--- config.mk ---
export PLATFORM = sky130hd
export DESIGN_NAME = giflzw_cell
export DESIGN_NICKNAME = d
export VERILOG_FILES = /design/src/giflzw_pkg.sv /design/src/giflzw_cell.sv
export SDC_FILE = /design/constraint.sdc
export NUM_CORES = 1
export LEC_CHECK = 0
export BUFFER_PORTS_ARGS = -buffer_cell sky130_fd_sc_hd__buf_2
export CORE_AREA = 3 3 40 42
export DETAILED_ROUTE_END_ITERATION = 12
export DIE_AREA = 0 0 43 45
export GPL_TIMING_DRIVEN = 0
export PLACE_DENSITY = 0.68
export REMOVE_ABC_BUFFERS = 1
export SLEW_MARGIN = 10
export SYNTH_ARGS = -nofsm -noshare
export SYNTH_HDL_FRONTEND = slang
export SYNTH_SLANG_ARGS = --single-unit
--- constraint.sdc ---
create_clock -name clk -period 1.4 [get_ports clk]
set_clock_uncertainty 0.05 [all_clocks]
set_input_delay 0.07 -clock clk [delete_from_list [all_inputs] [get_ports clk]]
set_output_delay 0.07 -clock clk [all_outputs]
set_load 0.05 [all_outputs]
--- src/giflzw_pkg.sv ---
// ----------------------------------------------------------------------------
// GIF LZW encoder package
// Shared widths, the packer status group and the output item type.
// ----------------------------------------------------------------------------
package giflzw_pkg;

	localparam int CODE_W = 12;
	localparam int ACC_W  = 19;
	localparam int NB_W   = 5;
	localparam int QDEPTH = 8;

	typedef struct packed {
		logic drained;
		logic empty;
	} pack_stat_t;

	typedef struct packed {
		logic [7:0] data;
		logic       run_last;
		logic       stream_end;
	} out_item_t;

endpackage

--- src/giflzw_cell.sv ---
// ----------------------------------------------------------------------------
// GIF LZW output cell
// One slot of the output queue; hands its item to the next cell.
// ----------------------------------------------------------------------------
module giflzw_cell import giflzw_pkg::*; (
	input  logic      clk,
	input  logic      arst_n,
	input  logic      up_valid,
	output logic      up_ready,
	input  out_item_t up_data,
	output logic      dn_valid,
	input  logic      dn_ready,
	output out_item_t dn_data
);

	logic      v_q;
	out_item_t d_q;

	assign up_ready = !v_q || dn_ready;
	assign dn_valid = v_q;
	assign dn_data  = d_q;

	always_ff @(posedge clk or negedge arst_n) begin
		if (!arst_n) begin
			v_q <= 1'b0;
		end else if (up_ready) begin
			v_q <= up_valid;
		end
	end

	always_ff @(posedge clk) begin
		if (up_ready && up_valid) begin
			d_q <= up_data;
		end
	end

endmodule

==> results.md, run 1 <==
- Outcome: finished clean
- H-tree levels: 1
- Antenna violations before repair: 0
- Clk pwr share: 0.278
- DRT iter0 DRCs: 2
- DRT antenna net count: 0
- Vias per cell: ~3.9
- Clock Sinks: 11
- Final wirelength: 768 um
- Category of the critical setup timing path: reg2out
- WP data required: 1280 ps
- Drt wl/cell: 11.0 um
- CP startpoint kind: register
- Num rows: 13
- Final hold vios: 0
- Final hold slack: 40.1 ps
- Layout cells sized above 1: 0.545
- Simple-gate share of the synthesized area: 0.0813
- Core ar.: 1280 um2
- Mux share of post-synthesis cell area: 0
- Power per cell area: 1140 nW/um2
- Commonest non-fill, non-tap cell in the layout: buf_2
- CTS tree: built
- Tmin final: roughly 1100 ps
- CP Capture Type: primary output
- Peak VDD IR: ~550 uV
- Fin Setup TNS: 0 ps
- Compound-Gate Fraction of Synth Area: 0
- Gr usage total: 0.0858
- Initial DRT Pass Iterations: 3
- # IOs: 26
- PortBufs: 25
- RSZ-0062 raised after global routing: false
- Slew HR: 0.832
- First-pass GRT wire length: 1150 um
- Yosys warns: 0
- Initial core utilization: 0.276
- Switch Pwr: 0.192 mW
- Synth Area in Adders: 0
- Num CTS Buffers: 3
- Antenna fix cells: 0
- Clock transition at path regs: about 60 ps
- Vias: 270
- Post-Synth XOR/XNOR Area: 0
- Hold Crit Class: in2reg
- Most frequent cells in the layout: buf_2 (25), dlygate4sd3_1 (12), edfxtp_1 (10), clkbuf_4 (3)
- Clock Tree Buf Depth: 2
- Clk_lat worst skew: 260 ps
- Worst Max-Slew Pin Slew: 254 ps
- Switch share: 0.262
- F_max: 0.899 GHz
- Pin count of the biggest net entering global routing: 11
- Die X: 43 um
- Sequential group share of total power: 0.523
- Remaining global-route overflow: 0
- Post-CTS resize count: 0
- Setup Buffers After CTS: 0
- Register area share after synthesis: 0.919
- Syn-to-layout area delta: 82.0%
- Worst EP arrival: 990 ps
- Root Buffer: clkbuf_4
- Fin. max-slew vios: 0
- Distinct cell type count of the synthesized netlist: 5
- Logic pwr share: 0.199
- Pleak: 0.284 nW
- Number of setup violations in the final report: 0
- Cell internal pwr: 0.543 mW
- Placer congestion estimate: 0.627
- Largest family of logic cells by synthesized area: simple AND/OR/NAND/NOR gates
- Die height: 45 um
- Max_cap viols: 0
- Vias in the first global route: 280
- # DRC: 0
- Final net count: 70
- Die area: 1940 um2
- FF+latch count, synth: 11
- Synthesized area: 354 um2
- Period Utilization, post-route: 0.795
- Synthesized instance count: 14
- Syn Area/Cell: 25.3 um2
- Crit-path max FO: 3
power groups by stage:
stage | clock network (mW) | registers (mW) | logic (mW)
after CTS | 0.218 | 0.385 | 0.147
after global placement | 0 | 0.391 | 0.119
after floorplan | 0 | 0.456 | 0.0203
after global routing | 0.231 | 0.386 | 0.153
final | 0.204 | 0.385 | 0.146
after detailed placement | 0 | 0.392 | 0.121
sequential cells by signal, summed over array words and instances, names as in the netlist:
| name | cells |
|---|---|
| dn_data | 10 |
| dn_valid | 1 |
synth_stat cells, drive strengths merged:
| cell type | count | area, um2 |
|---|---|---|
| edfxtp | 10 | 300 |
| dfrtp | 1 | 25.0 |
| nand2b | 2 | 20.0 |
| and2 | 1 | 8.76 |
through the flow:
stage	power [mW]	utilization	setup WS (ps)	cell area [um2]	std cells
floorplan	0.476	-	-14.9	354	14
global placement	0.511	0.388	366	498	54
detailed placement	0.513	0.388	358	498	54
CTS	0.750	0.501	271	644	70
global route	0.771	0.501	241	644	70
finish	0.735	0.501	287	644	70
path summary, 6_finish.rpt:
path / start / end / slack [ps] / cells after the start
worst max-delay path: dn_valid / up_ready / 290 / 2
worst min-delay path: dn_ready / dn_valid / 40 / 3
worst max register to register: dn_valid / dn_data[2] / 360 / 2
worst min register to register: dn_valid / dn_valid / 490 / 2
max in group asynchronous: arst_n / dn_valid / 1160 / 2
min in group asynchronous: arst_n / dn_valid / 60 / 2
final cells by class:
cell class / instances / area (um2)
clock buffers: 4 / 26.3
fillers: 111 / 641
multi-input cells: 3 / 28.8
flip-flops and latches: 11 / 325
well taps: 15 / 18.8
repair buffers: 37 / 245
routing by layer:
metal / global-route usage / vias to the layer above / part of all wire
met5: 0 / - / 0
met4: 0.0723 / 0 / 0.0078
met3: 0.0359 / 2 / 0.13
li1: - / 133 / -
met1: 0.0921 / 111 / 0.43
met2: 0.132 / 24 / 0.43
kinds of logic after synthesis:
logic type,after synthesis
and+or+nand+nor,3
DFF,11
worst max-delay path, stage by stage (launching register included):
cell and delay (ps):
dfrtp_1 400, nand2b_4 80, buf_2 260
what timing repair did:
item,in CTS,in global routing
hold buffers,12,0
setup endpoints to repair,0,0
hold endpoints to repair,12,0
Power figures use the tool's default switching activity.
==> inputs of run 2 (changes only) <==
- PLACE_DENSITY: 0.68 -> 0.7
- clock period: 1.4 -> 1 ns (I/O delays scaled with it)
==> run 2 against run 1 <==
The flow now finishes with violations (negative setup slack). Clock power rose by 40%. Setup slack got worse by 330 ps. Cell count increased by 1.4%. First-iteration DRC count grew 50%. Register-to-register slack worse by 400 ps. Via count is 2.2% higher. Sequential share of layout area fell by 1.8 points. Combinational power rose by 51%. Cell area increased by 3.7%.
==> results.md, run 2 (same netlist as run 1, synthesis figures left out) <==
- DRT iter0 DRCs: 3 (was 2)
- Final core utilization: 0.520 (was 0.501)
- PortBufs: 25 (unchanged)
- Clk pwr share: 0.273 (was 0.278)
- CP Capture Type: register (was primary output)
- Max reg flops: 10 (unchanged)
- Switch Pwr: 0.273 mW (was 0.192 mW)
- Remaining global-route overflow: 0 (unchanged)
- Max_cap viols: 0 (unchanged)
- Power per cell area: 1560 nW/um2 (was 1140 nW/um2)
- RSZ-0062 raised after global routing: true (was false)
- Multi-input logic area: 37.5 um2 (was 28.8 um2)
- Slack of the critical path: -38.4 ps (was 287 ps)
- Placer congestion estimate: 0.612 (was 0.627)
- Vias per cell: 3.89 (was 3.86)
- Number of setup violations in the final report: 11 (was 0)
- Tmin final: between 1000 and 1500 ps
- Commonest non-fill, non-tap cell in the layout: buf_2 (unchanged)
- Register-to-Register Path Depth: 2 (unchanged)
- Die height: 45 um (unchanged)
- # DRC: 0 (unchanged)
- CP startpoint kind: register (unchanged)
- Peak VDD IR: 827 uV (was 551 uV)
- Reg2Reg Setup Slack: -40 ps (was 360 ps)
- Clock Sinks: 11 (unchanged)
- Final hold vios: 0 (unchanged)
- Clock Tree Buf Depth: 2 (unchanged)
- Register area: 325 um2 (unchanged)
- Logic pwr share: 0.211 (was 0.199)
- Antenna violations before repair: 0 (unchanged)
- Sequential group share of total power: 0.516 (was 0.523)
- # IOs: 26 (unchanged)
- Final wirelength: 860 um (was 768 um)
- Core ar.: 1280 um2 (unchanged)
- Failing checks: negative setup slack
- Category of the critical setup timing path: reg2reg (was reg2out)
- Fin Setup TNS: -361 ps (was 0 ps)
- Syn-to-layout area delta: 88.7% (was 82.0%)
- Outcome: finished, violations left (was finished clean)
- Drt wl/cell: 12.1 um (was 11.0 um)
- Initial DRT Pass Iterations: 2 (was 3)
- CP cell instances: nand2b_4, and2_4 (was nand2b_4, buf_2)
- Hold Crit Class: in2async (was in2reg)
- Cell internal pwr: 0.772 mW (was 0.543 mW)
- Final net count: 71 (was 70)
- Root Buffer: clkbuf_4 (unchanged)
- Area after DPL: 498 um2 (unchanged)
- Initial core utilization: 0.276 (unchanged)
- Die area: 1940 um2 (unchanged)
- Antenna fix cells: 0 (unchanged)
- Worst R2R End: dn_data[4] (was dn_data[2])
- Most frequent cells in the layout: buf_2 (22), dlygate4sd3_1 (12), edfxtp_1 (10), clkbuf_4 (3) (was buf_2 (25), dlygate4sd3_1 (12), edfxtp_1 (10), clkbuf_4 (3))
- Worst Max-Slew Pin Slew: 253 ps (was 254 ps)
- Pleak: 0.295 nW (was 0.284 nW)
- Final instance area: 668 um2 (was 644 um2)
- Slew HR: 0.832 (about the same)
- Num rows: 13 (unchanged)
- Clock transition at path regs: 60 ps (about the same)
- F_max: 0.963 GHz
- Reg2reg start: dn_valid (unchanged)
- Crit-path max FO: 5 (was 3)
- Layout Cells excl Fill: 71 (was 70)
- Fin. max-slew vios: 0 (unchanged)
- Period Utilization, post-route: 1.04
- Die X: 43 um (unchanged)
- Clk_lat worst skew: 260 ps (about the same)
- Switch share: 0.261 (was 0.262)
- Vias in the first global route: 310 (was 280)
- WP data required: 920 ps (was 1280 ps)
- Layout cells sized above 1: 0.554 (was 0.545)
- H-tree levels: 1 (unchanged)
- DRT antenna net count: 0 (unchanged)
- Crit-path slowest cell: dfrtp_1 (unchanged)
- Vias: 276 (was 270)
- CTS tree: built (unchanged)
- Max incr delay on CP: 410 ps (was 400 ps)
- Fillers: 114 (was 111)
- Worst EP arrival: 960 ps (was 990 ps)
- Gr usage total: 0.106 (was 0.0858)
- Inst Count DP: 54 (unchanged)
- Pin count of the biggest net entering global routing: 7 (was 11)
- Final hold slack: 40.5 ps (was 40.1 ps)
- First-pass GRT wire length: 1330 um (was 1150 um)
- Num CTS Buffers: 3 (unchanged)
run 2: metal layers:
layer | vias up | global-route usage | routed length, um
met5 | - | 0 | 0
met4 | 0 | 0.0542 | 0
met3 | 0 | 0.0598 | 83
met2 | 22 | 0.180 | 420
met1 | 116 | 0.105 | 356
li1 | 138 | - | -
run 2: per-stage QoR:
stage	setup slack, ps	power (mW)
4_1_cts	-41.3	1.06
2_1_floorplan	-415	0.667
3_3_place_gp	-32.6	0.716
3_5_place_dp	-49.1	0.720
6_report	-38.4	1.05
5_1_grt	-81.7	1.11
run 2: final cells by class:
cell class / count / area share
clock buffers: 4 / 0.0393
repair buffers: 37 / 0.390
well taps: 15 / 0.0281
flip-flops and latches: 11 / 0.487
multi-input cells: 4 / 0.0562
run 2: what timing repair did:
item | 4_1_cts | 5_1_grt
hold buffers | 12 | 0
pin swaps | 1 | 0
setup endpoints to repair | 12 | 13
resized for setup | 4 | 3
hold endpoints to repair | 12 | 0
buffers inserted | 0 | 0
gates cloned | 1 | 0
run 2: worst max-delay path by stage:
| stage | cells past startpoint | start | end |
|---|---|---|---|
| final | 2 | dn_valid | dn_data[4] |
| after global routing | 2 | dn_valid | up_ready |
| after CTS | 2 | dn_valid | up_ready |
| after detailed placement | 2 | dn_valid | dn_data[9] |
| after global placement | 2 | dn_valid | dn_data[0] |
| after floorplan | 2 | dn_valid | dn_data[0] |
run 2: power groups by stage:
stage | Combinational, mW | Clock [mW] | Sequential (mW)
after floorplan | 0.0285 | 0 | 0.638
after global placement | 0.168 | 0 | 0.548
after detailed placement | 0.170 | 0 | 0.550
after CTS | 0.218 | 0.307 | 0.540
after global routing | 0.234 | 0.334 | 0.541
final | 0.221 | 0.285 | 0.539
run 2: worst max-delay path: cells and delay by family, from the launching register on:
| family | cells | cell delay [ps] |
|---|---|---|
| flip-flops | 1 | 410 |
| AND/OR/NAND/NOR | 2 | 290 |
