<file path="config.mk">
export PLATFORM = sky130hd
export DESIGN_NAME = giflzw_pack
export DESIGN_NICKNAME = d
export VERILOG_FILES = /design/src/giflzw_pkg.sv /design/src/giflzw_pack.sv
export SDC_FILE = /design/constraint.sdc
export NUM_CORES = 1
export LEC_CHECK = 0
export ABC_CLOCK_PERIOD_IN_PS = 3200
export BUFFER_PORTS_ARGS = -buffer_cell sky130_fd_sc_hd__buf_4
export CORE_UTILIZATION = 61
export CTS_CLUSTER_SIZE = 20
export DETAILED_ROUTE_END_ITERATION = 16
export HOLD_SLACK_MARGIN = 0.03
export PLACE_DENSITY = 0.87
export SYNTH_ARGS = -nofsm -noshare
export SYNTH_HDL_FRONTEND = slang
export SYNTH_SLANG_ARGS = --single-unit
export TNS_END_PERCENT = 50
</file>
<file path="constraint.sdc">
create_clock -name clk -period 3.2 [get_ports clk]
set_input_delay 0.32 -clock clk [delete_from_list [all_inputs] [get_ports clk]]
set_output_delay 0.32 -clock clk [all_outputs]
set_load 0.02 [all_outputs]
</file>
<file path="src/giflzw_pkg.sv">
// ----------------------------------------------------------------------------
// GIF LZW encoder package
// Shared widths, the packer status group and the output item type.
// ----------------------------------------------------------------------------
package giflzw_pkg;

	localparam int CODE_W = 12;
	localparam int ACC_W  = 19;
	localparam int NB_W   = 5;
	localparam int QDEPTH = 8;

	typedef struct packed {
		logic drained;
		logic empty;
	} pack_stat_t;

	typedef struct packed {
		logic [7:0] data;
		logic       run_last;
		logic       stream_end;
	} out_item_t;

endpackage

</file>
<file path="src/giflzw_pack.sv">
// ----------------------------------------------------------------------------
// GIF LZW bit packer
// Packs variable-width codes LSB-first and releases one byte per cycle while byte_ready is held high.
// ----------------------------------------------------------------------------
module giflzw_pack import giflzw_pkg::*; (
	input  logic              clk,
	input  logic              arst_n,
	input  logic              code_valid,
	output logic              code_ready,
	input  logic [CODE_W-1:0] code,
	input  logic [3:0]        code_width,
	input  logic              flush,
	output logic              byte_valid,
	input  logic              byte_ready,
	output logic [7:0]        byte_data,
	output pack_stat_t        stat
);

	logic [ACC_W-1:0]  acc_q;
	logic [NB_W-1:0]   nb_q;
	logic              full;
	logic [CODE_W-1:0] code_m;

	assign full        = (nb_q >= NB_W'(8));
	assign byte_valid  = full || (flush && (nb_q != '0));
	assign byte_data   = acc_q[7:0];
	assign code_ready  = !full && !flush;
	assign code_m      = code & ~({CODE_W{1'b1}} << code_width);
	assign stat.drained = !full;
	assign stat.empty   = (nb_q == '0);

	always_ff @(posedge clk or negedge arst_n) begin
		if (!arst_n) begin
			acc_q <= '0;
			nb_q  <= '0;
		end else if (byte_valid && byte_ready) begin
			acc_q <= acc_q >> 8;
			nb_q  <= full ? (nb_q - NB_W'(8)) : '0;
		end else if (code_valid && code_ready) begin
			acc_q <= acc_q | (ACC_W'(code_m) << nb_q);
			nb_q  <= nb_q + NB_W'(code_width);
		end
	end

endmodule

</file>
==> run summary, run 1 <==
The flow ran to the end, and the final reports show no timing, DRC or antenna violations. The synthesized-area fraction occupied by and/or/nand/nor cells came out at 19.07%. The net switching share of the total power is 48.65%.

The synthesized netlist devotes 23.08% of its cell area to compound gates. For the worst setup path, the data required time is 3.46 ns. The post-synthesis net count came out at 273. The post-route setup TNS came out at 0 ns.

The cell with the largest stage delay on the worst path is sky130_fd_sc_hd__a211oi_1. The analysis attributes to net switching a power of 925.5 uW. The end of the worst register-to-register path is acc_q[12]. The sequential element share of the synthesized area is 27.91%. Summed over all nets, the half-perimeter wirelength after detailed placement is 3.628 mm. During synthesis, Yosys emitted a total of 0 warnings. The critical path contains buffers and inverters numbering 2 combined. The clock input transition at the sequential cells of the worst setup and hold paths came out at 0.16 ns. The die is 61.40 um tall. The post-synthesis xor/xnor area fraction is 1.221%. The synthesized instance count came out at 246. The tightest min-delay check is of the input pin to flip-flop type. The floorplan core area came out at 3363 sq um.

The number of hold buffers added after CTS is 1. STA classifies the critical path endpoint as a flip-flop. The largest fanout on the critical path came out at 20. In this run the remaining antenna-violating nets after routing total 0.

The signal on the critical path passes through buf_4 -> clkinv_1 -> ha_1 -> nand3b_1 -> a211oi_1 -> nand2_1 -> o221ai_1. The power density relative to cell area is 817.1 nW/um^2. The count of distinct cell types in the synthesized netlist came out at 63. The worst slew slack as a fraction of its limit is 51.79%. The critical path is of the flip-flop to flip-flop type. The final critical path time including I/O delays and setup is 2.462 ns. The register-to-register setup slack is 0.74 ns. The clock tree from TritonCTS is yes. The detailed router's first-iteration violation count came out at 119.

The worst IR drop on VDD came out at 419.8 uV. The first-pass iteration count of the detailed router is 4. The part of the total power dissipated in combinational logic is 65.9%. The most common cell in the netlist is sky130_fd_sc_hd__nand2_1. The finished layout holds 305 standard cells, fillers aside. The number of cells on the worst reg-to-reg path is 7. The layout overhead on the synthesized area is 8.198%. The x dimension of the die is 61.40 um. The primary flip-flop cell chosen by synthesis mapping is sky130_fd_sc_hd__dfrtp_1. The largest incremental delay on the critical path is 0.66 ns.

The number of nets at the end of the flow is 287. Global routing finished with a remaining overflow of 0. The total routing resource utilization after global routing is 29.15%. During I/O placement, the number of pins put on the boundary was 33. The antenna diode instance count came out at 0. In this run the critical register-to-register path is launched from nb_q[3]. The max-capacitance violation count came out at 0. The worst setup path is launched from a flip-flop. Buffers inserted during clock tree synthesis total 3. The clock drives 24 sinks.

The leakage power figure came out at 0.0009959 uW. The clock latency at the later pin of the worst-skew pair came out at 0.33 ns. The number of flops mapped to enable cells by yosys is 0. The dominant combinational cell family by area after synthesis is compound AO/OA/AOI/OAI gates.

The share of the clock period used by the worst path came out at 76.95%. The endpoint of the worst hold-timing path is acc_q[7]. CTS placed an instance of sky130_fd_sc_hd__clkbuf_4 at the clock tree root.

The synthesis-stage register bit count came out at 24. The instance count after placement with tap cells included came out at 300. Port buffering added 32 buffers. The largest delay contributor family on the critical path is compound AO/OA/AOI/OAI gates. The routed length per instance came out at 16.37 um. The number of setup buffers added after CTS is 0. The cell accounting for the most synthesized area is sky130_fd_sc_hd__dfrtp_1. Entering global routing, the biggest net connects 34 pins.

STA puts the critical path data arrival time at 2.72 ns. Setup repair after global routing left no endpoint under its margin. The deepest level of the CTS H-tree is 1. Sorting the synthesized cells by how often they occur yields sky130_fd_sc_hd__nand2_1, sky130_fd_sc_hd__dfrtp_1, sky130_fd_sc_hd__mux2i_1, sky130_fd_sc_hd__nor2_1, sky130_fd_sc_hd__o21ai_0. The final setup violation count came out at 0. The final clock skew came out at 0.01090 ns.

The first global-routing pass estimated 8.204 mm of wire. The total detailed-routing wirelength is 4.993 mm. The number of gates resized after cts is 0. The mean instance size in the synthesized netlist came out at 8.748 sq um. In this run the cell area of the synthesized design comes to 2152 sq um. The adder-cell share of the synthesized area is 3.837%. The number of cell rows came out at 21. The number of global-route vias before repair came out at 1775. The maximum count of clock buffers along a single path is 2. The final max-slew violation count is 0. The worst hold path was traced through 4 stages. The transition time at the pin with the least slew margin is 0.7188 ns. The clock network burns 9.2% of the power. The share of synthesized flip-flops with an asynchronous set or reset came out at 100.0%. The placer's final routability congestion estimate is 0.8807. The detailed router placed 1992 vias in this run. The post-route netlist has 22.01% of its cells at a drive strength greater than 1. The proportion of netlist area held by the largest area contributor is 27.91%. The DRC violation count after routing came out at 0. The internal portion of total power is 977.0 uW. The fmax is 0.4061 GHz. The share of total power in sequential cells is 24.9%. The mean number of vias per cell came out at 6.531.

Yosys attributes the largest share of cell area to sky130_fd_sc_hd__dfrtp_1, sky130_fd_sc_hd__mux2i_1, sky130_fd_sc_hd__nand2_1. The area of the die came out at 3769 sq um. Measured against the total synthesized area, the mux share comes to 14.13%. In this run the most critical hold path is launched from byte_ready. The power after layout is 1903 uW.

The starting utilization of the core area came out at 63.99%. The number of hold violations in the final report is 0. The initial antenna violation count is 0.
## per-layer routing
layer	GRT usage (%)	share of wire (%)	vias up
li1	-	-	940
met1	39.43	43	929
met2	46.12	48	114
met3	6.723	8.4	9
met4	9.841	1.2	0
met5	0	0	-
## power by group through the flow
| stage | sequential (uW) | clock (uW) | combinational, uW |
|---|---|---|---|
| 2_1_floorplan | 456 | 0 | 1030 |
| 3_3_place_gp | 473 | 0 | 1200 |
| 3_5_place_dp | 480 | 0 | 1230 |
| 4_1_cts | 473 | 168 | 1230 |
| 5_1_grt | 490 | 184 | 1360 |
| 6_report | 474 | 175 | 1250 |
## flip-flops by register name, summed over array words and instances, names as in the netlist
register,count
nb_q,5
acc_q,19
## metrics by stage
step	utilization (%)	hold WS [ns]	setup slack [ns]	instance area (sq um)
6_report	69.23	0.3354	0.7376	2328
5_1_grt	69.23	0.3621	0.5695	2328
4_1_cts	69.23	0.3437	0.7814	2328
3_5_place_dp	67.86	0.2403	0.8446	2282
3_3_place_gp	67.86	0.2358	0.9132	2282
2_1_floorplan	-	0.02441	1.123	2152
## cell families (layout without fill, tap and decap cells)
logic type      Yosys count  count (layout)
buf+inv                  37              50
compound gates           66              66
xor+xnor                  3               3
fa+ha+maj                 6               6
simple gates             84              84
flops                    24              24
mux                      26              26
## layout make-up
cell class	instances	area (sq um)
clock buffer	4	36.28
fill	281	1035
inverter	9	33.78
multi-input combinational	185	1320
sequential	24	600.6
tap	46	57.56
timing repair buffer	37	280.3
## worst reg2reg max path: cells and delay by family, from the launching register on
family                   cells  cell delay [ns]
AO/OA/AOI/OAI                2             0.89
buffers and inverters        2             0.37
adder cells (fa/ha/maj)      1             0.31
flip-flops                   1             0.38
AND/OR/NAND/NOR              2             0.45
## how the worst max path moves through the flow
stage	from	to	cells after the start
floorplan	nb_q[3]	acc_q[11]	8
global placement	nb_q[3]	acc_q[12]	7
detailed placement	nb_q[3]	acc_q[13]	7
CTS	nb_q[3]	acc_q[12]	7
global route	nb_q[3]	acc_q[12]	7
finish	nb_q[3]	acc_q[12]	7
## placed cells by master, fill, tap and decap left out, types with 6 or more instances in the layout
| cell type | netlist | layout |
|---|---|---|
| sky130_fd_sc_hd__buf_4 | 10 | 36 |
| sky130_fd_sc_hd__dfrtp_1 | 24 | 24 |
| sky130_fd_sc_hd__inv_1 | 7 | 7 |
| sky130_fd_sc_hd__mux2i_1 | 18 | 18 |
| sky130_fd_sc_hd__nand2_1 | 26 | 26 |
| sky130_fd_sc_hd__nand3_1 | 9 | 9 |
| sky130_fd_sc_hd__nor2_1 | 18 | 18 |
| sky130_fd_sc_hd__nor3_1 | 6 | 6 |
| sky130_fd_sc_hd__o211ai_1 | 6 | 6 |
| sky130_fd_sc_hd__o21ai_0 | 11 | 11 |
Power figures use the tool's default switching activity.
==> run 2, diff against run 1 <==
--- a/config.mk
+++ b/config.mk
@@ -5,13 +5,13 @@
 export SDC_FILE = /design/constraint.sdc
 export NUM_CORES = 1
 export LEC_CHECK = 0
-export ABC_CLOCK_PERIOD_IN_PS = 3200
+export ABC_CLOCK_PERIOD_IN_PS = 2200
 export BUFFER_PORTS_ARGS = -buffer_cell sky130_fd_sc_hd__buf_4
-export CORE_UTILIZATION = 61
+export CORE_UTILIZATION = 52
 export CTS_CLUSTER_SIZE = 20
 export DETAILED_ROUTE_END_ITERATION = 16
 export HOLD_SLACK_MARGIN = 0.03
-export PLACE_DENSITY = 0.87
+export PLACE_DENSITY = 0.79
 export SYNTH_ARGS = -nofsm -noshare
 export SYNTH_HDL_FRONTEND = slang
 export SYNTH_SLANG_ARGS = --single-unit
==> constraint.sdc (replaced) <==
create_clock -name clk -period 2.2 [get_ports clk]
set_input_delay 0.22 -clock clk [delete_from_list [all_inputs] [get_ports clk]]
set_output_delay 0.22 -clock clk [all_outputs]
set_load 0.02 [all_outputs]
==> run 2 against run 1 <==
Effect of this change:
- the run now ends with design-rule violations left
- non-clock buffer count up 8
- sequential share of layout area down 1.1 points
- setup slack worse by 0.67 ns
- combinational power up 52%
- final cell count up 3.9%
- flip-flop and latch count unchanged
==> run summary, run 2 (synthesized netlist as in run 1, its figures left out) <==
The total detailed-routing wirelength came out at 5.016 mm (+0.46%). The initial antenna violation count came to 0 (unchanged). The checks that failed: design-rule violations. The floorplan core area came to 4000 sq um (+19%). The x dimension of the die is 66.33 um (+8.0%). The area of the die is 4400 sq um (+17%). The number of hold violations in the final report came out at 0 (unchanged). Traced cell by cell, the critical path runs through buf_4 -> nor4_2 -> buf_4 -> nand2_1 -> and2_1 -> buf_4. The final clock skew is 0.001979 ns (-0.008924 ns). The final max-slew violation count was 0 (unchanged). The part of the total power dissipated in combinational logic is 63.5% (-2.4 points). The placer's final routability congestion estimate is 0.8474 (-3.8%). The net switching share of the total power is 45.13% (-3.5 points). Clock tree synthesis selected as its root buffer the cell sky130_fd_sc_hd__clkbuf_8.

The worst hold slack across all endpoints is 0.2813 ns (-0.05407 ns). The number of buffer and inverter stages on the critical path came out at 3 (+1). The routed length per instance came out at 15.82 um (-3.3%). The detailed router's first-iteration violation count came out at 133 (+12%). The number of global-route vias before repair is 1791 (+0.90%). The non-filler instance count after layout came to 317 (+3.9%). The power density relative to cell area is 1229 nW/um^2 (+50%). The count of pins on the block boundary came out at 33 (unchanged). The number of filler instances in the final layout was 362 (+29%). The number of clock buffers inserted by TritonCTS is 3 (unchanged). The number of cell rows came out at 23 (+9.5%).

The pin count of the biggest net entering global routing came out at 33 (-2.9%). The total routing resource utilization after global routing is 25.10% (-4.0 points). The cell that appears most often on the critical path is sky130_fd_sc_hd__buf_4. The count of input and output buffers is 32 (unchanged). The DRC violation count after routing came out at 2 (+2).

The final HPWL from detailed placement came out at 3.686 mm (+1.6%). The largest individual stage delay along the critical path comes from the cell sky130_fd_sc_hd__dfrtp_2. The number of nets at the end of the flow came out at 295 (+2.8%). The library cell used most frequently in the layout, excluding fill and tap cells, is sky130_fd_sc_hd__buf_4.

The flip-flop and latch area is 601.8 sq um (+0.21%). The largest delay contributor family on the critical path is simple AND/OR/NAND/NOR gates. The largest incremental delay on the critical path is 0.46 ns (-0.20 ns). The final design area excluding fillers is 2441 sq um (+4.8%). The data required time at the worst endpoint is 1.98 ns (-1.48 ns). Leaving out fill and tap cells, the most frequent cells in the layout are sky130_fd_sc_hd__buf_4, sky130_fd_sc_hd__nand2_1, sky130_fd_sc_hd__dfrtp_1.

The total vias in the final route came out at 1957 (-1.8%). The fraction of the core area covered by cells at the end of the flow is 61.03% (-8.2 points). The wire length of the first global-routing pass came out at 8.445 mm (+2.9%).

The critical path in this run is classified as flip-flop to primary output. The TritonCTS sink count is 24 (unchanged). The worst setup path is launched from a flip-flop. Relative to the synthesized area, the layout overhead comes to 13.43%. The internal portion of total power came to 1646 uW (+69%). The fraction of final layout cells with drive strength greater than 1 came out at 25.47% (+3.5 points). The flip-flop count of the largest register after layout was 19 (unchanged). For the finished layout, the period the worst path requires is 2.133 ns. The fmax came out at 0.4688 GHz. The number of antenna-violating nets in the routed design was 0 (unchanged). The total congestion overflow after global routing is 0 (unchanged). The max-capacitance violation count came out at 0 (unchanged). The worst slew slack as a fraction of its limit came to 64.93% (+13 points).

The largest fanout on the critical path came out at 18 (-10%). The leakage power figure came out at 0.001052 uW (+5.6%). The transition time at the pin with the least slew margin is 0.5206 ns (-0.1982 ns). The clock input transition at the sequential cells of the worst setup and hold paths is 0.09 ns (-0.07 ns). The run finished, with violations left. The starting utilization of the core area was 53.80% (-10 points). The largest register by flop count is acc_q. The deepest level of the CTS H-tree came out at 1 (unchanged).

The worst IR drop on VDD is 672.4 uV (+60%). The power after layout came out at 3000 uW (+58%). The area of the multi-input gates is 1331 sq um (+0.85%). STA classifies the critical path endpoint as a primary output.

The first-pass iteration count of the detailed router was 10 (+6). The maximum count of clock buffers along a single path was 2 (unchanged). Dividing the final minimum period by the clock period gives 96.96%. The largest registers in the layout are acc_q: 19 flops, nb_q: 5 flops. The part of the total power dissipated in the clock network came out at 13.3% (+4.1 points). The instance count after placement with tap cells included came out at 312 (+4.0%). The clock latency at the later pin of the worst-skew pair came out at 0.28 ns (-0.05 ns).

The net switching component of the power was 1354 uW (+46%). The mean number of vias per cell was 6.174 (-5.5%). The number of setup buffers added after CTS came out at 0 (unchanged). The cell area after placement is 2347 sq um (+2.9%). The final setup violation count came out at 0 (unchanged). The clock tree from TritonCTS is yes. The share of total power in sequential cells came out at 23.2% (-1.7 points). The path class of the tightest hold or removal check is input pin to flip-flop. The height of the chip was 66.33 um (+8.0%).

The antenna diode instance count was 0 (unchanged). The critical path arrival is 1.91 ns (-0.81 ns).
## run 2: changes by cell type in the layout (fill, tap and decap cells not counted)
cell / previous run / this run
sky130_fd_sc_hd__clkbuf_8: 1 / 3
sky130_fd_sc_hd__dfrtp_2: 0 / 1
sky130_fd_sc_hd__buf_4: 36 / 44
sky130_fd_sc_hd__or3_4: 0 / 1
sky130_fd_sc_hd__bufinv_16: 0 / 1
sky130_fd_sc_hd__or3_1: 2 / 1
sky130_fd_sc_hd__dfrtp_1: 24 / 23
sky130_fd_sc_hd__nor4_2: 0 / 1
sky130_fd_sc_hd__nor4_1: 3 / 2
sky130_fd_sc_hd__clkbuf_4: 3 / 0
## run 2: stage by stage
step	setup TNS (ns)	setup slack, ns
6_report	0	0.06698
5_1_grt	-0.007783	-0.007783
3_3_place_gp	0	0.1875
4_1_cts	0	0.005018
2_1_floorplan	0	0.1231
3_5_place_dp	0	0.1305
## run 2: what timing repair did
action / CTS / global route
resized for setup: 0 / 3
setup endpoints to repair: 0 / 5
endpoints found under the hold margin: 24 / 0
hold buffers: 1 / 0
## run 2: final timing paths
| path | from | end | slack, ns | depth (start not counted) |
|---|---|---|---|---|
| worst max-delay path | nb_q[1] | stat[1] | 0.07 | 6 |
| worst min-delay path | byte_ready | nb_q[3] | 0.28 | 3 |
| worst max register to register | nb_q[1] | nb_q[2] | 0.12 | 5 |
| worst min register to register | acc_q[14] | acc_q[14] | 0.49 | 1 |
| max in group asynchronous | arst_n | nb_q[1] | 1.58 | 2 |
| min in group asynchronous | arst_n | nb_q[3] | 0.37 | 2 |
## run 2: tightest hold or removal path: stages
cell and delay [ns]:
sky130_fd_sc_hd__buf_4 0.13, sky130_fd_sc_hd__inv_1 0.08, sky130_fd_sc_hd__o32ai_1 0.09
## run 2: layout make-up
class / count / share of cell area, %
multi-input cells: 185 / 54.54
flip-flops and latches: 24 / 24.65
repair buffers: 45 / 13.94
well taps: 50 / 2.563
clock buffers: 3 / 1.691
inverters: 9 / 1.384
clock inverters: 1 / 1.230
## run 2: power groups by stage
stage          Clock (uW)  Combinational (uW)  Sequential, uW
2_1_floorplan           0                1500             664
3_3_place_gp            0                1840             693
3_5_place_dp            0                1870             703
4_1_cts               398                1880             694
5_1_grt               418                2070             715
6_report              400                1900             696
## run 2: layer usage
layer | global-route usage, % | wire length (um) | vias to the layer above
li1 | - | - | 955
met1 | 34.30 | 2270 | 929
met2 | 40.18 | 2422 | 68
met5 | 0 | 0 | -
met4 | 9.309 | 55 | 0
met3 | 3.276 | 268 | 5
==> run 3, diff against run 2 <==
--- a/config.mk
+++ b/config.mk
@@ -5,13 +5,14 @@
 export SDC_FILE = /design/constraint.sdc
 export NUM_CORES = 1
 export LEC_CHECK = 0
+export ABC_AREA = 1
 export ABC_CLOCK_PERIOD_IN_PS = 2200
 export BUFFER_PORTS_ARGS = -buffer_cell sky130_fd_sc_hd__buf_4
 export CORE_UTILIZATION = 52
 export CTS_CLUSTER_SIZE = 20
 export DETAILED_ROUTE_END_ITERATION = 16
 export HOLD_SLACK_MARGIN = 0.03
-export PLACE_DENSITY = 0.79
+export PLACE_DENSITY_LB_ADDON = 0.1
 export SYNTH_ARGS = -nofsm -noshare
 export SYNTH_HDL_FRONTEND = slang
 export SYNTH_SLANG_ARGS = --single-unit
==> run 3 against run 2 <==
Effect of this change:
- highest routed layer unchanged
- fmax is 13% higher
- synthesized cell count is 37% higher
- clock-buffer cell count stayed put
- the run still ends with design-rule violations left
- hold slack better by 0.030 ns
==> run summary, run 3 <==
The final setup violation count is 0 (unchanged). The wire length of the first global-routing pass came out at 8.797 mm (+4.2%). The DRC violation count after routing is 2 (unchanged). The number of clock buffers inserted by TritonCTS came out at 3 (unchanged). The power after layout is 2794 uW (-6.9%).

Setup repair after global routing left no endpoint under its margin. The TritonCTS sink count came to 24 (unchanged). The floorplan core area was 4000 sq um (unchanged). The flip-flop count of the largest register after layout was 19 (unchanged). The most used flip-flop cell after synthesis is sky130_fd_sc_hd__dfrtp_1.

The antenna diode instance count is 0 (unchanged). The type of the setup path with the least slack is flip-flop to flip-flop. The max-capacitance violation count came out at 0 (unchanged).

The area of the die came to 4440 sq um (+0.91%). The largest fanout on the critical path was 21 (+3). The post-route setup TNS is 0 ns (unchanged).

The initial antenna violation count came out at 0 (unchanged). The x dimension of the die came to 66.63 um (+0.45%). TritonCTS built the clock tree. The number of cell rows came out at 23 (unchanged).

The fraction of final layout cells with drive strength greater than 1 is 17.27% (-8.2 points). The clock input transition at the sequential cells of the worst setup and hold paths was 0.09 ns (about the same). The sequential element share of the synthesized area came to 27.65% (-0.26 points). The share of the clock period used by the worst path is 86.03% (-11 points).

The fmax is 0.5284 GHz (+13%). The synthesized design spends more area on one cell type than any other, namely sky130_fd_sc_hd__dfrtp_1. The detailed router's first-iteration violation count is 140 (+5.3%). The total detailed-routing wirelength came out at 5.171 mm (+3.1%).

The class of the tightest hold or removal check is input pin to flip-flop. The first-pass iteration count of the detailed router came out at 10 (unchanged). The count of pins on the block boundary is 33 (unchanged). STA classifies the critical path startpoint as a flip-flop. The clock latency at the later pin of the worst-skew pair is 0.27 ns (about the same). The share of synthesized flip-flops with an asynchronous set or reset came out at 100.0% (unchanged). Leaving out fill and tap cells, the most frequent cell in the layout is sky130_fd_sc_hd__nand2_1. The worst IR drop on VDD was 721.7 uV (+7.3%). The final clock skew is 0.005189 ns (+0.003210 ns). In the layout the commonest cells are sky130_fd_sc_hd__nand2_1, sky130_fd_sc_hd__nand3_1, sky130_fd_sc_hd__buf_4. The routed length per instance is 12.64 um (-20%). The largest incremental delay on the critical path is 0.45 ns (about the same).

The layout overhead on the synthesized area came out at 12.96%. The cell with the largest stage delay on the worst path is sky130_fd_sc_hd__dfrtp_1. The post-synthesis instance area was 2172 sq um (+0.93%). The power density relative to cell area is 1139 nW/um^2 (-7.4%). The commonest cells after synthesis are sky130_fd_sc_hd__nand2_1, sky130_fd_sc_hd__nand3_1, sky130_fd_sc_hd__inv_1. The flip-flop and latch area came out at 600.6 sq um (-0.21%).

The height of the chip came out at 66.63 um (+0.45%). The final critical path time including I/O delays and setup is 1.893 ns (-0.2404 ns). The number of global-route vias before repair is 2012 (+12%). The number of nets at the end of the flow came to 387 (+31%). The area of the multi-input gates came out at 1300 sq um (-2.3%).

The final HPWL from detailed placement is 4.151 mm (+13%). The number of filler instances in the final layout came out at 393 (+8.6%). The clock root buffer is sky130_fd_sc_hd__clkbuf_8. The mean instance size in the synthesized netlist is 6.445 sq um (-26%).

The number of antenna-violating nets in the routed design came out at 0 (unchanged). The number of setup buffers added after CTS came out at 0 (unchanged). The flow ran to the end, but the final reports show violations. The number of hold violations in the final report came out at 0 (unchanged). The number of flops mapped to enable cells by yosys is 0 (unchanged). The register-to-register setup slack came out at 0.31 ns (+0.19 ns). The count of distinct cell types in the synthesized netlist came to 31 (-51%). The total routing resource utilization after global routing is 26.15% (+1.1 points). The count of input and output buffers came to 32 (unchanged).

Walking the worst path, the cells encountered are inv_2 -> ha_1 -> inv_1 -> nor2_8 -> o21ai_4 -> nand2_4 -> inv_2 -> nand2_1 -> o21ai_0 -> inv_1 -> nand2_1. In the final layout, the registers with the most flip-flops are acc_q: 19 flops, nb_q: 5 flops. The data required time at the worst endpoint was 2.37 ns (+0.39 ns).

The post-synthesis net count is 364 (+33%). The worst slew slack as a fraction of its limit is 73.09% (+8.2 points). The pin count of the biggest net entering global routing came out at 25 (-24%). The final max-slew violation count is 0 (unchanged). The proportion of netlist area held by the largest area contributor is 27.65% (-0.26 points). The critical path arrival came out at 2.06 ns (+0.15 ns). The deepest level of the CTS H-tree came to 1 (unchanged). After synthesis, the cell types taking the most area are sky130_fd_sc_hd__dfrtp_1, sky130_fd_sc_hd__nand2_1, sky130_fd_sc_hd__nand3_1. The count of synthesis-stage warnings from yosys came out at 0 (unchanged). In the post-synthesis netlist, the cell with the most instances is sky130_fd_sc_hd__nand2_1. The synthesized instance count came out at 337 (+37%).

The transition time at the pin with the least slew margin is 0.4021 ns (-0.1185 ns). The synthesis-stage register bit count is 24 (unchanged). The starting utilization of the core area came out at 54.30% (+0.50 points). The final reports fail on design-rule violations. The worst setup path is captured at a flip-flop. The placer's final routability congestion estimate is 0.8992 (+6.1%).

The total congestion overflow after global routing is 0 (unchanged). The total vias in the final route came to 2185 (+12%). The mean number of vias per cell came out at 5.342 (-13%). The maximum count of clock buffers along a single path is 2 (unchanged). The largest register by flop count is acc_q. The leakage power figure is 0.001327 uW (+26%).
run 3: metal layers:
metal | GRT usage (%) | wire length [um] | vias to the layer above
met5 | 0 | 0 | -
met4 | 8.245 | 50 | 0
met3 | 4.110 | 178 | 6
met2 | 44.70 | 2516 | 47
met1 | 33.33 | 2426 | 1003
li1 | - | - | 1129
run 3: repair_timing:
item | CTS | global route
gates resized for setup | 0 | 0
hold buffers | 1 | 0
setup endpoints to repair | 0 | 0
endpoints found under the hold margin | 24 | 0
run 3: worst max-delay path: cells and delay by family, from the launching register on:
family | cells | cell delay (ns)
flops | 1 | 0.45
fa+ha+maj | 1 | 0.17
compound gates | 2 | 0.16
simple gates | 4 | 0.51
buf+inv | 4 | 0.48
run 3: area by class of cell:
type,instances,share of cell area (%)
Sequential cell,24,24.48
Clock inverter,1,1.224
Multi-Input combinational cell,258,52.98
Tap cell,50,2.550
Inverter,35,5.354
Timing Repair Buffer,38,11.73
Clock buffer,3,1.683
run 3: path summary, 6_finish.rpt:
check / from / depth (start not counted) / endpoint
setup / recovery: nb_q[4] / 11 / acc_q[10]
hold / removal: code_width[0] / 4 / nb_q[0]
setup reg to reg: nb_q[4] / 11 / acc_q[10]
hold reg to reg: acc_q[16] / 2 / acc_q[16]
max in group asynchronous: arst_n / 2 / nb_q[0]
min in group asynchronous: arst_n / 2 / acc_q[3]
run 3: logic make-up after synthesis:
kind of cell / synth area share (%)
AO/OA/AOI/OAI: 6.740
XOR/XNOR: 1.210
adder cells (fa/ha/maj): 3.802
buffers and inverters: 12.50
flip-flops: 27.65
AND/OR/NAND/NOR: 48.10
run 3: report_power, final:
group / switching, uW / internal (uW) / total, uW
registers: 109 / 557 / 666
logic: 1120 / 612 / 1730
clock network: 150 / 243 / 393
total: 1380 / 1410 / 2790
run 3: through the flow:
stage,cell area (sq um),hold WS [ns],cells,setup slack (ns),utilization (%)
after detailed placement,2372,0.1449,404,0.3220,59.31
final,2454,0.3118,409,0.3074,61.34
after floorplan,2172,-0.07559,337,0.4832,-
after CTS,2454,0.3135,409,0.3072,61.34
after global placement,2372,0.1457,404,0.3504,59.31
after global routing,2454,0.3143,409,0.1349,61.34
